### config.mk
export PLATFORM = sky130hd
export DESIGN_NAME = key_and_serial_to_gamepad_merger
export DESIGN_NICKNAME = d
export VERILOG_FILES = /design/src/hdl/kgm_pkg.sv /design/src/hdl/kgm_in_stage.sv /design/src/hdl/kgm_core.sv /design/src/hdl/key_and_serial_to_gamepad_merger.sv
export SDC_FILE = /design/constraint.sdc
export NUM_CORES = 1
export LEC_CHECK = 0
export ABC_AREA = 1
export BUFFER_PORTS_ARGS = -buffer_cell sky130_fd_sc_hd__buf_2
export CORE_MARGIN = 1.5
export CORE_UTILIZATION = 24
export CTS_BUF_LIST = sky130_fd_sc_hd__clkbuf_4 sky130_fd_sc_hd__clkbuf_8 sky130_fd_sc_hd__clkbuf_16
export DETAILED_ROUTE_END_ITERATION = 12
export PLACE_DENSITY = 0.45
export SLEW_MARGIN = 10
export SYNTH_ARGS = -nofsm -noshare
export SYNTH_HDL_FRONTEND = slang
export SYNTH_HIERARCHICAL = 1
export SYNTH_SLANG_ARGS = --single-unit
### constraint.sdc
create_clock -name aclk -period 2.5 [get_ports aclk]
set_input_delay 0.125 -clock aclk [delete_from_list [all_inputs] [get_ports aclk]]
set_output_delay 0.125 -clock aclk [all_outputs]
set_load 0.02 [all_outputs]
### src/hdl/kgm_pkg.sv
// Shared types, codes and key mapping tables for the key and serial gamepad merger.
package kgm_pkg;

    localparam int BUTTON_COUNT   = 8;
    localparam int BTN_IDX_W      = $clog2(BUTTON_COUNT);
    localparam int ESCAPE_TIMEOUT = 3;
    localparam int AGE_W          = 3;

    // Item kinds carried on s_axis_tuser.
    localparam logic [1:0] OP_SERIAL   = 2'd0;
    localparam logic [1:0] OP_KEY      = 2'd1;
    localparam logic [1:0] OP_TICK     = 2'd2;
    localparam logic [1:0] OP_RESERVED = 2'd3;

    // Button positions in the result word.
    localparam logic [BTN_IDX_W-1:0] BT_A      = 3'd0;
    localparam logic [BTN_IDX_W-1:0] BT_B      = 3'd1;
    localparam logic [BTN_IDX_W-1:0] BT_SELECT = 3'd2;
    localparam logic [BTN_IDX_W-1:0] BT_START  = 3'd3;
    localparam logic [BTN_IDX_W-1:0] BT_UP     = 3'd4;
    localparam logic [BTN_IDX_W-1:0] BT_DOWN   = 3'd5;
    localparam logic [BTN_IDX_W-1:0] BT_LEFT   = 3'd6;
    localparam logic [BTN_IDX_W-1:0] BT_RIGHT  = 3'd7;

    // Terminal bytes with special meaning.
    localparam logic [7:0] CHR_ESC     = 8'h1b;
    localparam logic [7:0] CHR_CTRL_C  = 8'h03;
    localparam logic [7:0] CHR_BRACKET = 8'h5b;
    localparam logic [7:0] CHR_Q_LO    = 8'h71;
    localparam logic [7:0] CHR_Q_UP    = 8'h51;
    localparam logic [7:0] CHR_ARROW_U = 8'h41;
    localparam logic [7:0] CHR_ARROW_D = 8'h42;
    localparam logic [7:0] CHR_ARROW_R = 8'h43;
    localparam logic [7:0] CHR_ARROW_L = 8'h44;

    // Input event codes.
    localparam logic [4:0] EV_KEY       = 5'd1;
    localparam logic [9:0] KEY_ESC      = 10'd1;
    localparam logic [9:0] KEY_Q        = 10'd16;
    localparam logic [1:0] KV_RELEASE   = 2'd0;
    localparam logic [1:0] KV_PRESS     = 2'd1;
    localparam logic [1:0] KV_REPEAT    = 2'd2;
    localparam logic [1:0] KV_UNDEFINED = 2'd3;

    // Configuration register indexes.
    localparam logic [1:0] REG_HOLD_LEN    = 2'd0;
    localparam logic [1:0] REG_SERIAL_EN   = 2'd1;
    localparam logic [1:0] REG_KEYBOARD_EN = 2'd2;

    typedef enum logic [1:0] {
        ESC_PLAIN   = 2'd0,
        ESC_GOT_ESC = 2'd1,
        ESC_GOT_CSI = 2'd2
    } esc_phase_t;

    typedef struct packed {
        logic [1:0] op;
        logic [7:0] serial_byte;
        logic [4:0] event_type;
        logic [9:0] key_code;
        logic [1:0] key_value;
    } item_t;

    typedef struct packed {
        logic [7:0] hold_len;
        logic       serial_enable;
        logic       keyboard_enable;
    } cfg_t;

    typedef struct packed {
        logic                 hit;
        logic [BTN_IDX_W-1:0] idx;
    } btn_map_t;

    function automatic btn_map_t key_to_button(input logic [9:0] code);
        btn_map_t m;
        m.hit = 1'b1;
        m.idx = BT_A;
        case (code)
            10'd103, 10'd17: m.idx = BT_UP;
            10'd108, 10'd31: m.idx = BT_DOWN;
            10'd105, 10'd30: m.idx = BT_LEFT;
            10'd106, 10'd32: m.idx = BT_RIGHT;
            10'd37,  10'd45: m.idx = BT_A;
            10'd36,  10'd44: m.idx = BT_B;
            10'd28:          m.idx = BT_START;
            10'd57:          m.idx = BT_SELECT;
            default:         m.hit = 1'b0;
        endcase
        return m;
    endfunction

    function automatic btn_map_t byte_to_button(input logic [7:0] c);
        btn_map_t m;
        m.hit = 1'b1;
        m.idx = BT_A;
        case (c)
            8'h77, 8'h57:               m.idx = BT_UP;     // w W
            8'h73, 8'h53:               m.idx = BT_DOWN;   // s S
            8'h61, 8'h41:               m.idx = BT_LEFT;   // a A
            8'h64, 8'h44:               m.idx = BT_RIGHT;  // d D
            8'h6b, 8'h4b, 8'h78, 8'h58: m.idx = BT_A;      // k K x X
            8'h6a, 8'h4a, 8'h7a, 8'h5a: m.idx = BT_B;      // j J z Z
            8'h0d, 8'h0a:               m.idx = BT_START;  // CR LF
            8'h20:                      m.idx = BT_SELECT; // space
            default:                    m.hit = 1'b0;
        endcase
        return m;
    endfunction

endpackage

### src/hdl/kgm_in_stage.sv
// Input register that captures one transaction from the slave stream port.
module kgm_in_stage (
    input  logic           aclk,
    input  logic           aresetn,
    input  logic           s_axis_tvalid,
    output logic           s_axis_tready,
    input  logic [31:0]    s_axis_tdata,
    input  logic [1:0]     s_axis_tuser,
    output logic           item_valid,
    output kgm_pkg::item_t item,
    input  logic           item_take
);
    import kgm_pkg::*;

    logic  valid_reg;
    item_t item_reg;

    // The register can load whenever it is empty or its content leaves this cycle.
    // Nothing is taken while reset is held.
    assign s_axis_tready = aresetn && (!valid_reg || item_take);
    assign item_valid    = valid_reg;
    assign item          = item_reg;

    always_ff @(posedge aclk) begin
        if (!aresetn) begin
            valid_reg <= 1'b0;
        end else if (s_axis_tready) begin
            valid_reg <= s_axis_tvalid;
        end
    end

    always_ff @(posedge aclk) begin
        if (s_axis_tready && s_axis_tvalid) begin
            item_reg.op          <= s_axis_tuser;
            item_reg.serial_byte <= s_axis_tdata[7:0];
            item_reg.event_type  <= s_axis_tdata[12:8];
            item_reg.key_code    <= s_axis_tdata[22:13];
            item_reg.key_value   <= s_axis_tdata[24:23];
        end
    end

endmodule

### src/hdl/kgm_core.sv
// Button state, escape decoder and result register of the gamepad merger.
module kgm_core (
    input  logic           aclk,
    input  logic           aresetn,
    input  kgm_pkg::cfg_t  cfg,
    input  logic           item_valid,
    input  kgm_pkg::item_t item,
    output logic           item_take,
    output logic           m_axis_tvalid,
    input  logic           m_axis_tready,
    output logic [15:0]    m_axis_tdata
);
    import kgm_pkg::*;

    logic [7:0]              hold_count_reg [BUTTON_COUNT];
    logic [7:0]              hold_count_next [BUTTON_COUNT];
    logic [BUTTON_COUNT-1:0] key_down_reg, key_down_next;
    logic [BUTTON_COUNT-1:0] key_tap_reg, key_tap_next;
    logic                    quit_reg, quit_next;
    esc_phase_t              esc_phase_reg, esc_phase_next;
    logic [AGE_W-1:0]        esc_age_reg, esc_age_next;
    logic                    m_valid_reg;
    logic [8:0]              m_data_reg;
    logic [8:0]              result;
    logic                    is_tick;
    logic                    out_free;
    btn_map_t                byte_map;
    btn_map_t                key_map;
    logic [AGE_W:0]          age_inc;

    assign is_tick   = (item.op == OP_TICK);
    assign out_free  = !m_valid_reg || m_axis_tready;
    // A tick needs room in the result register; every other item always goes.
    assign item_take = item_valid && (!is_tick || out_free);

    assign byte_map = byte_to_button(item.serial_byte);
    assign key_map  = key_to_button(item.key_code);
    assign age_inc  = {1'b0, esc_age_reg} + {{AGE_W{1'b0}}, 1'b1};

    always_comb begin
        for (int i = 0; i < BUTTON_COUNT; i++) begin
            result[i] = key_down_reg[i] || key_tap_reg[i] || (hold_count_reg[i] != 8'd0);
        end
        result[BUTTON_COUNT] = quit_reg;
    end

    always_comb begin
        hold_count_next = hold_count_reg;
        key_down_next   = key_down_reg;
        key_tap_next    = key_tap_reg;
        quit_next       = quit_reg;
        esc_phase_next  = esc_phase_reg;
        esc_age_next    = esc_age_reg;
        if (item_take) begin
            case (item.op)
                OP_SERIAL: begin
                    if (cfg.serial_enable) begin
                        unique case (esc_phase_reg)
                            ESC_GOT_ESC: begin
                                esc_phase_next = (item.serial_byte == CHR_BRACKET) ?
                                                 ESC_GOT_CSI : ESC_PLAIN;
                            end
                            ESC_GOT_CSI: begin
                                esc_phase_next = ESC_PLAIN;
                                if (item.serial_byte == CHR_ARROW_U) begin
                                    hold_count_next[BT_UP] = cfg.hold_len;
                                end else if (item.serial_byte == CHR_ARROW_D) begin
                                    hold_count_next[BT_DOWN] = cfg.hold_len;
                                end else if (item.serial_byte == CHR_ARROW_R) begin
                                    hold_count_next[BT_RIGHT] = cfg.hold_len;
                                end else if (item.serial_byte == CHR_ARROW_L) begin
                                    hold_count_next[BT_LEFT] = cfg.hold_len;
                                end
                            end
                            ESC_PLAIN: begin
                                if (item.serial_byte == CHR_ESC) begin
                                    esc_phase_next = ESC_GOT_ESC;
                                    esc_age_next   = '0;
                                end else if (item.serial_byte == CHR_Q_LO ||
                                             item.serial_byte == CHR_Q_UP ||
                                             item.serial_byte == CHR_CTRL_C) begin
                                    quit_next = 1'b1;
                                end else if (byte_map.hit) begin
                                    hold_count_next[byte_map.idx] = cfg.hold_len;
                                end
                            end
                            default: begin
                                esc_phase_next = ESC_PLAIN;
                            end
                        endcase
                    end
                end
                OP_KEY: begin
                    if (cfg.keyboard_enable && item.event_type == EV_KEY) begin
                        if ((item.key_code == KEY_Q || item.key_code == KEY_ESC) &&
                            item.key_value == KV_PRESS) begin
                            quit_next = 1'b1;
                        end else if (key_map.hit) begin
                            key_down_next[key_map.idx] = (item.key_value != KV_RELEASE);
                            if (item.key_value != KV_RELEASE) begin
                                key_tap_next[key_map.idx] = 1'b1;
                            end
                        end
                    end
                end
                OP_TICK: begin
                    key_tap_next = '0;
                    for (int i = 0; i < BUTTON_COUNT; i++) begin
                        if (hold_count_reg[i] != 8'd0) begin
                            hold_count_next[i] = hold_count_reg[i] - 8'd1;
                        end
                    end
                    // A pending escape ages only while the serial source is enabled.
                    if (cfg.serial_enable && esc_phase_reg != ESC_PLAIN) begin
                        esc_age_next = age_inc[AGE_W-1:0];
                        if (age_inc > (AGE_W+1)'(ESCAPE_TIMEOUT)) begin
                            esc_phase_next = ESC_PLAIN;
                        end
                    end
                end
                default: begin
                end
            endcase
        end
    end

    always_ff @(posedge aclk) begin
        if (!aresetn) begin
            for (int i = 0; i < BUTTON_COUNT; i++) begin
                hold_count_reg[i] <= 8'd0;
            end
            key_down_reg  <= '0;
            key_tap_reg   <= '0;
            quit_reg      <= 1'b0;
            esc_phase_reg <= ESC_PLAIN;
            esc_age_reg   <= '0;
            m_valid_reg   <= 1'b0;
        end else begin
            hold_count_reg <= hold_count_next;
            key_down_reg   <= key_down_next;
            key_tap_reg    <= key_tap_next;
            quit_reg       <= quit_next;
            esc_phase_reg  <= esc_phase_next;
            esc_age_reg    <= esc_age_next;
            if (item_take && is_tick) begin
                m_valid_reg <= 1'b1;
            end else if (m_axis_tready) begin
                m_valid_reg <= 1'b0;
            end
        end
    end

    always_ff @(posedge aclk) begin
        if (item_take && is_tick) begin
            m_data_reg <= result;
        end
    end

    assign m_axis_tvalid = m_valid_reg;
    assign m_axis_tdata  = {7'd0, m_data_reg};

endmodule

### src/hdl/key_and_serial_to_gamepad_merger.sv
// A tick passes the input register, then the result register, which drives m_axis_tvalid.
// Throughput: one transaction per cycle, but a byte or key event waits only behind a stalled tick.
// A tick stalls only while the result register is full and m_axis_tready is low.
// Reset (aresetn low, synchronous) clears all buttons, latches and the escape decoder,
// holds s_axis_tready low, and loads hold_len with 8 and both source enables with 1.
module key_and_serial_to_gamepad_merger (
    input  logic        aclk,
    input  logic        aresetn,
    input  logic        s_axis_tvalid,
    output logic        s_axis_tready,
    input  logic [31:0] s_axis_tdata,  // serial_byte, event_type, key_code, key_value, zeros
    input  logic [1:0]  s_axis_tuser,  // op
    output logic        m_axis_tvalid,
    input  logic        m_axis_tready,
    output logic [15:0] m_axis_tdata,  // btn_a, btn_b, btn_select, btn_start, btn_up,
                                       // btn_down, btn_left, btn_right, quit_request, zeros
    input  logic        psel,
    input  logic        penable,
    input  logic        pwrite,
    input  logic [3:0]  paddr,
    input  logic [31:0] pwdata,
    output logic [31:0] prdata,
    output logic        pready
);
    import kgm_pkg::*;

    cfg_t       cfg_reg;
    logic       item_valid;
    item_t      item;
    logic       item_take;
    logic [1:0] reg_idx;
    logic       wr_en;

    assign pready  = 1'b1;
    assign reg_idx = paddr[3:2];
    assign wr_en   = psel && penable && pwrite && pready;

    always_ff @(posedge aclk) begin
        if (!aresetn) begin
            cfg_reg.hold_len        <= 8'd8;
            cfg_reg.serial_enable   <= 1'b1;
            cfg_reg.keyboard_enable <= 1'b1;
        end else if (wr_en) begin
            unique case (reg_idx)
                REG_HOLD_LEN:    cfg_reg.hold_len        <= pwdata[7:0];
                REG_SERIAL_EN:   cfg_reg.serial_enable   <= pwdata[0];
                REG_KEYBOARD_EN: cfg_reg.keyboard_enable <= pwdata[0];
                default: begin
                end
            endcase
        end
    end

    always_comb begin
        unique case (reg_idx)
            REG_HOLD_LEN:    prdata = {24'd0, cfg_reg.hold_len};
            REG_SERIAL_EN:   prdata = {31'd0, cfg_reg.serial_enable};
            REG_KEYBOARD_EN: prdata = {31'd0, cfg_reg.keyboard_enable};
            default:         prdata = 32'd0;
        endcase
    end

    kgm_in_stage u_in_stage (
        .aclk          (aclk),
        .aresetn       (aresetn),
        .s_axis_tvalid (s_axis_tvalid),
        .s_axis_tready (s_axis_tready),
        .s_axis_tdata  (s_axis_tdata),
        .s_axis_tuser  (s_axis_tuser),
        .item_valid    (item_valid),
        .item          (item),
        .item_take     (item_take)
    );

    kgm_core u_core (
        .aclk          (aclk),
        .aresetn       (aresetn),
        .cfg           (cfg_reg),
        .item_valid    (item_valid),
        .item          (item),
        .item_take     (item_take),
        .m_axis_tvalid (m_axis_tvalid),
        .m_axis_tready (m_axis_tready),
        .m_axis_tdata  (m_axis_tdata)
    );

endmodule
==> impl_metrics.yaml <==
pwr:
  power_switching_uw: 1560
  seq_power_share: 0.413
  combPwrFrac: 0.132
  peakVddDrop_mv: 0.437
  p_per_area_nw_per_um2: 563
  total_power_uw: 5670
  netSwitchingFraction: 0.274
  pwr-share-clk: 0.455
  p_int_uw: 4120
  total_leakage_power_uw: 0.00480
cells_and_area:
  drive_gt1_frac: 0.118
  largest_register_ffs: 64
  final_util: 0.293
  syn_to_final_growth_pct: 20.5
  nets: 1467
  fill_cells: 3819
  final_common_cell: "nand2_1"
  layout_common_cells: "nand2_1, nor2_1, inv_1"
  n_antenna_cell: 0
die:
  pin_count: 128
  start_util: 0.243
  die_area_um2: 36000
  coreArea_um2: 34500
  die_w_um: 190
  rows: 68
  die_y_um: 190
timing:
  worst_slack_ns: 0.218
  period_share: 0.913
  layout_min_cycle_time_ns: 2.28
  slew_violations: 0
  setup_viol_count_final: 0
  max_freq_ghz: 0.438
  final-hold-violation-count: 0
  rsz0062_at_grt: "yes"
  relSlewSlack: 0.463
  worst_pin_slew_ns: 0.802
  fin_tns_setup_ns: 0
  fin_skew_ns: 0.00850
detailed_routing:
  drtIter0Drc: 394
  avgViaCountPerCell: 4.30
  ant_nets: 0
  num_vias: 7942
  drc: 0
  drt-pass1-iter-count: 5
  wl_um: 23600
  wl_per_cell_um: 12.8
grt:
  first_global_vias: 7471
  antenna_found_initial: 1
  grt_max_degree: 45
  gr-total-overflow: 0
  grt_pass1_wl_um: 38000
  grt_usage: 0.134
worst_setup_path:
  end_kind: "register"
  worstPathArrival_ns: 2.65
  crit_fanout: 16
  worst-path-buf-inv: 4
  startpoint_type: "register"
  cp.required_ns: 2.87
  crit_top_cell: "inv_1"
  path_class: "reg2reg"
  crit_chain: "inv_1, ha_1, inv_1, nor2_1, inv_1, o21ai_0, nor2_2, inv_1, nor2_2, nand4_2, nand2_1, nand2_1, nor2_1"
  critPathTopFamily: "simple AND/OR/NAND/NOR gates"
  cp_slowest_cell: "nand4_2"
  worst_path_largest_cell_delay_ns: 0.38
clock_network:
  clk_latency_ns: 0.43
  cts_sinks: 134
  cts_tree: "yes"
  postCtsSetupRepairBufs: 0
  clock_path_buffers: 2
  clk_pin_slew_ns: 0.06
  htreeDepth: 4
  cts_inserted_buffers: 17
  cts_root_buf: "clkbuf_16"
placed_design:
  globalplace.congestion: 0.832
  portBuffers: 62
  pre_cts_ws_ns: 0.216
  post-dp-hpwl_um: 16700
synthesis:
  synth-seq-cells: 134
  synth_warnings: 6
  ys_seq_area_frac: 0.364
  netlist_area_um2: 8370
  synthFlopType: "dfxtp_1"
  avgSynthCellArea_um2: 6.55
  syn-instance-count: 1278
  async_flop_share: 0
  synth-edff-count: 36
  synth_cell_types: 46
job:
  maxCapViolCount: 0
worst_hold_path:
  hold_path.class: "in2reg"
run_status:
  status: "completed"
[worst paths after layout]
| kind | startpoint | to | slack (ns) | cells after the start |
|---|---|---|---|---|
| max | u_in_stage/item[26] | u_core/hold_count_reg[10] | 0.22 | 13 |
| max reg2reg | u_in_stage/item[26] | u_core/hold_count_reg[10] | 0.22 | 13 |
| min reg2reg | u_core/quit_reg | u_core/m_data_reg[8] | 0.46 | 0 |
| min | aresetn | u_in_stage/item_valid | 0.01 | 3 |
[synthesized netlist by cell type (all sizes together) (2+ instances only)]
master | count | area, um2
nand2 | 295 | 1130
nor2 | 278 | 1100
inv | 176 | 663
dfxtp | 98 | 1960
o21ai | 93 | 469
nand3 | 76 | 415
buf | 44 | 333
a21oi | 42 | 210
edfxtp | 36 | 1080
nand4 | 26 | 188
xor2 | 21 | 184
clkbuf | 19 | 71.3
nor3 | 18 | 95.1
ha | 12 | 150
o22ai | 12 | 75.1
a31oi | 4 | 40.0
o21bai | 4 | 30.0
xnor2 | 4 | 35.0
and3 | 3 | 18.8
conb | 3 | 11.3
o31ai | 3 | 22.5
nand3b | 2 | 27.5
or2 | 2 | 12.5
or3 | 2 | 12.5
[routing by layer]
metal,global-route usage,up-vias,share of wire,wire length (um)
met5,0,-,0,0
met2,0.234,132,0.48,11400
li1,-,4178,-,-
met4,0.0488,0,0.017,396
met1,0.169,3602,0.48,11300
met3,0.0184,30,0.023,553
[final cells by class]
cell class | instances | area, um2 | area share
Tap cell | 455 | 569 | 0.0565
Inverter | 176 | 663 | 0.0658
Sequential cell | 134 | 3040 | 0.302
Multi-Input combinational cell | 934 | 4390 | 0.435
Clock buffer | 22 | 517 | 0.0513
Timing Repair Buffer | 115 | 811 | 0.0804
Clock inverter | 10 | 91.3 | 0.00906
[worst reg2reg max path, stage by stage, from the launching register on]
cell and delay, ns:
edfxtp_1 0.37, inv_1 0.07, ha_1 0.19, inv_1 0.21
nor2_1 0.08, inv_1 0.11, o21ai_0 0.10, nor2_2 0.18
inv_1 0.07, nor2_2 0.09, nand4_2 0.38, nand2_1 0.21
nand2_1 0.07, nor2_1 0.09
[stage by stage]
stage | cells | cell area (um2) | hold WS, ns
after global placement | 1783 | 9150 | 0.302
final | 1846 | 10100 | 0.0138
after CTS | 1846 | 10100 | 0.00268
after global routing | 1846 | 10100 | 0.0332
after floorplan | 1307 | 8480 | 0.224
after detailed placement | 1783 | 9150 | 0.303
[power groups by stage]
stage / clock [uW] / combinational [uW] / sequential, uW
floorplan: 0 / 535 / 2380
global placement: 0 / 709 / 2390
detailed placement: 0 / 711 / 2390
CTS: 2660 / 753 / 2340
global route: 2730 / 847 / 2350
finish: 2580 / 749 / 2340
[logic make-up (layout without fill, tap and decap cells)]
group,count (synthesis),in the layout,share of synthesized area
DFF,134,134,0.364
AOI/OAI and AO/OA,160,160,0.103
xor gates and xnor gates,25,25,0.0262
other,3,32,0.00135
buffers and inverters,239,323,0.128
and+or+nand+nor,705,705,0.360
adders and majority gates,12,12,0.0179
[timing repair]
item                                    in CTS  in global routing
hold endpoints to repair                    32                  0
endpoints found under the setup margin       0                 18
hold buffers                                31                  0
resized for setup                            0                  3
Note: power is estimated with default switching activity, not from simulation.
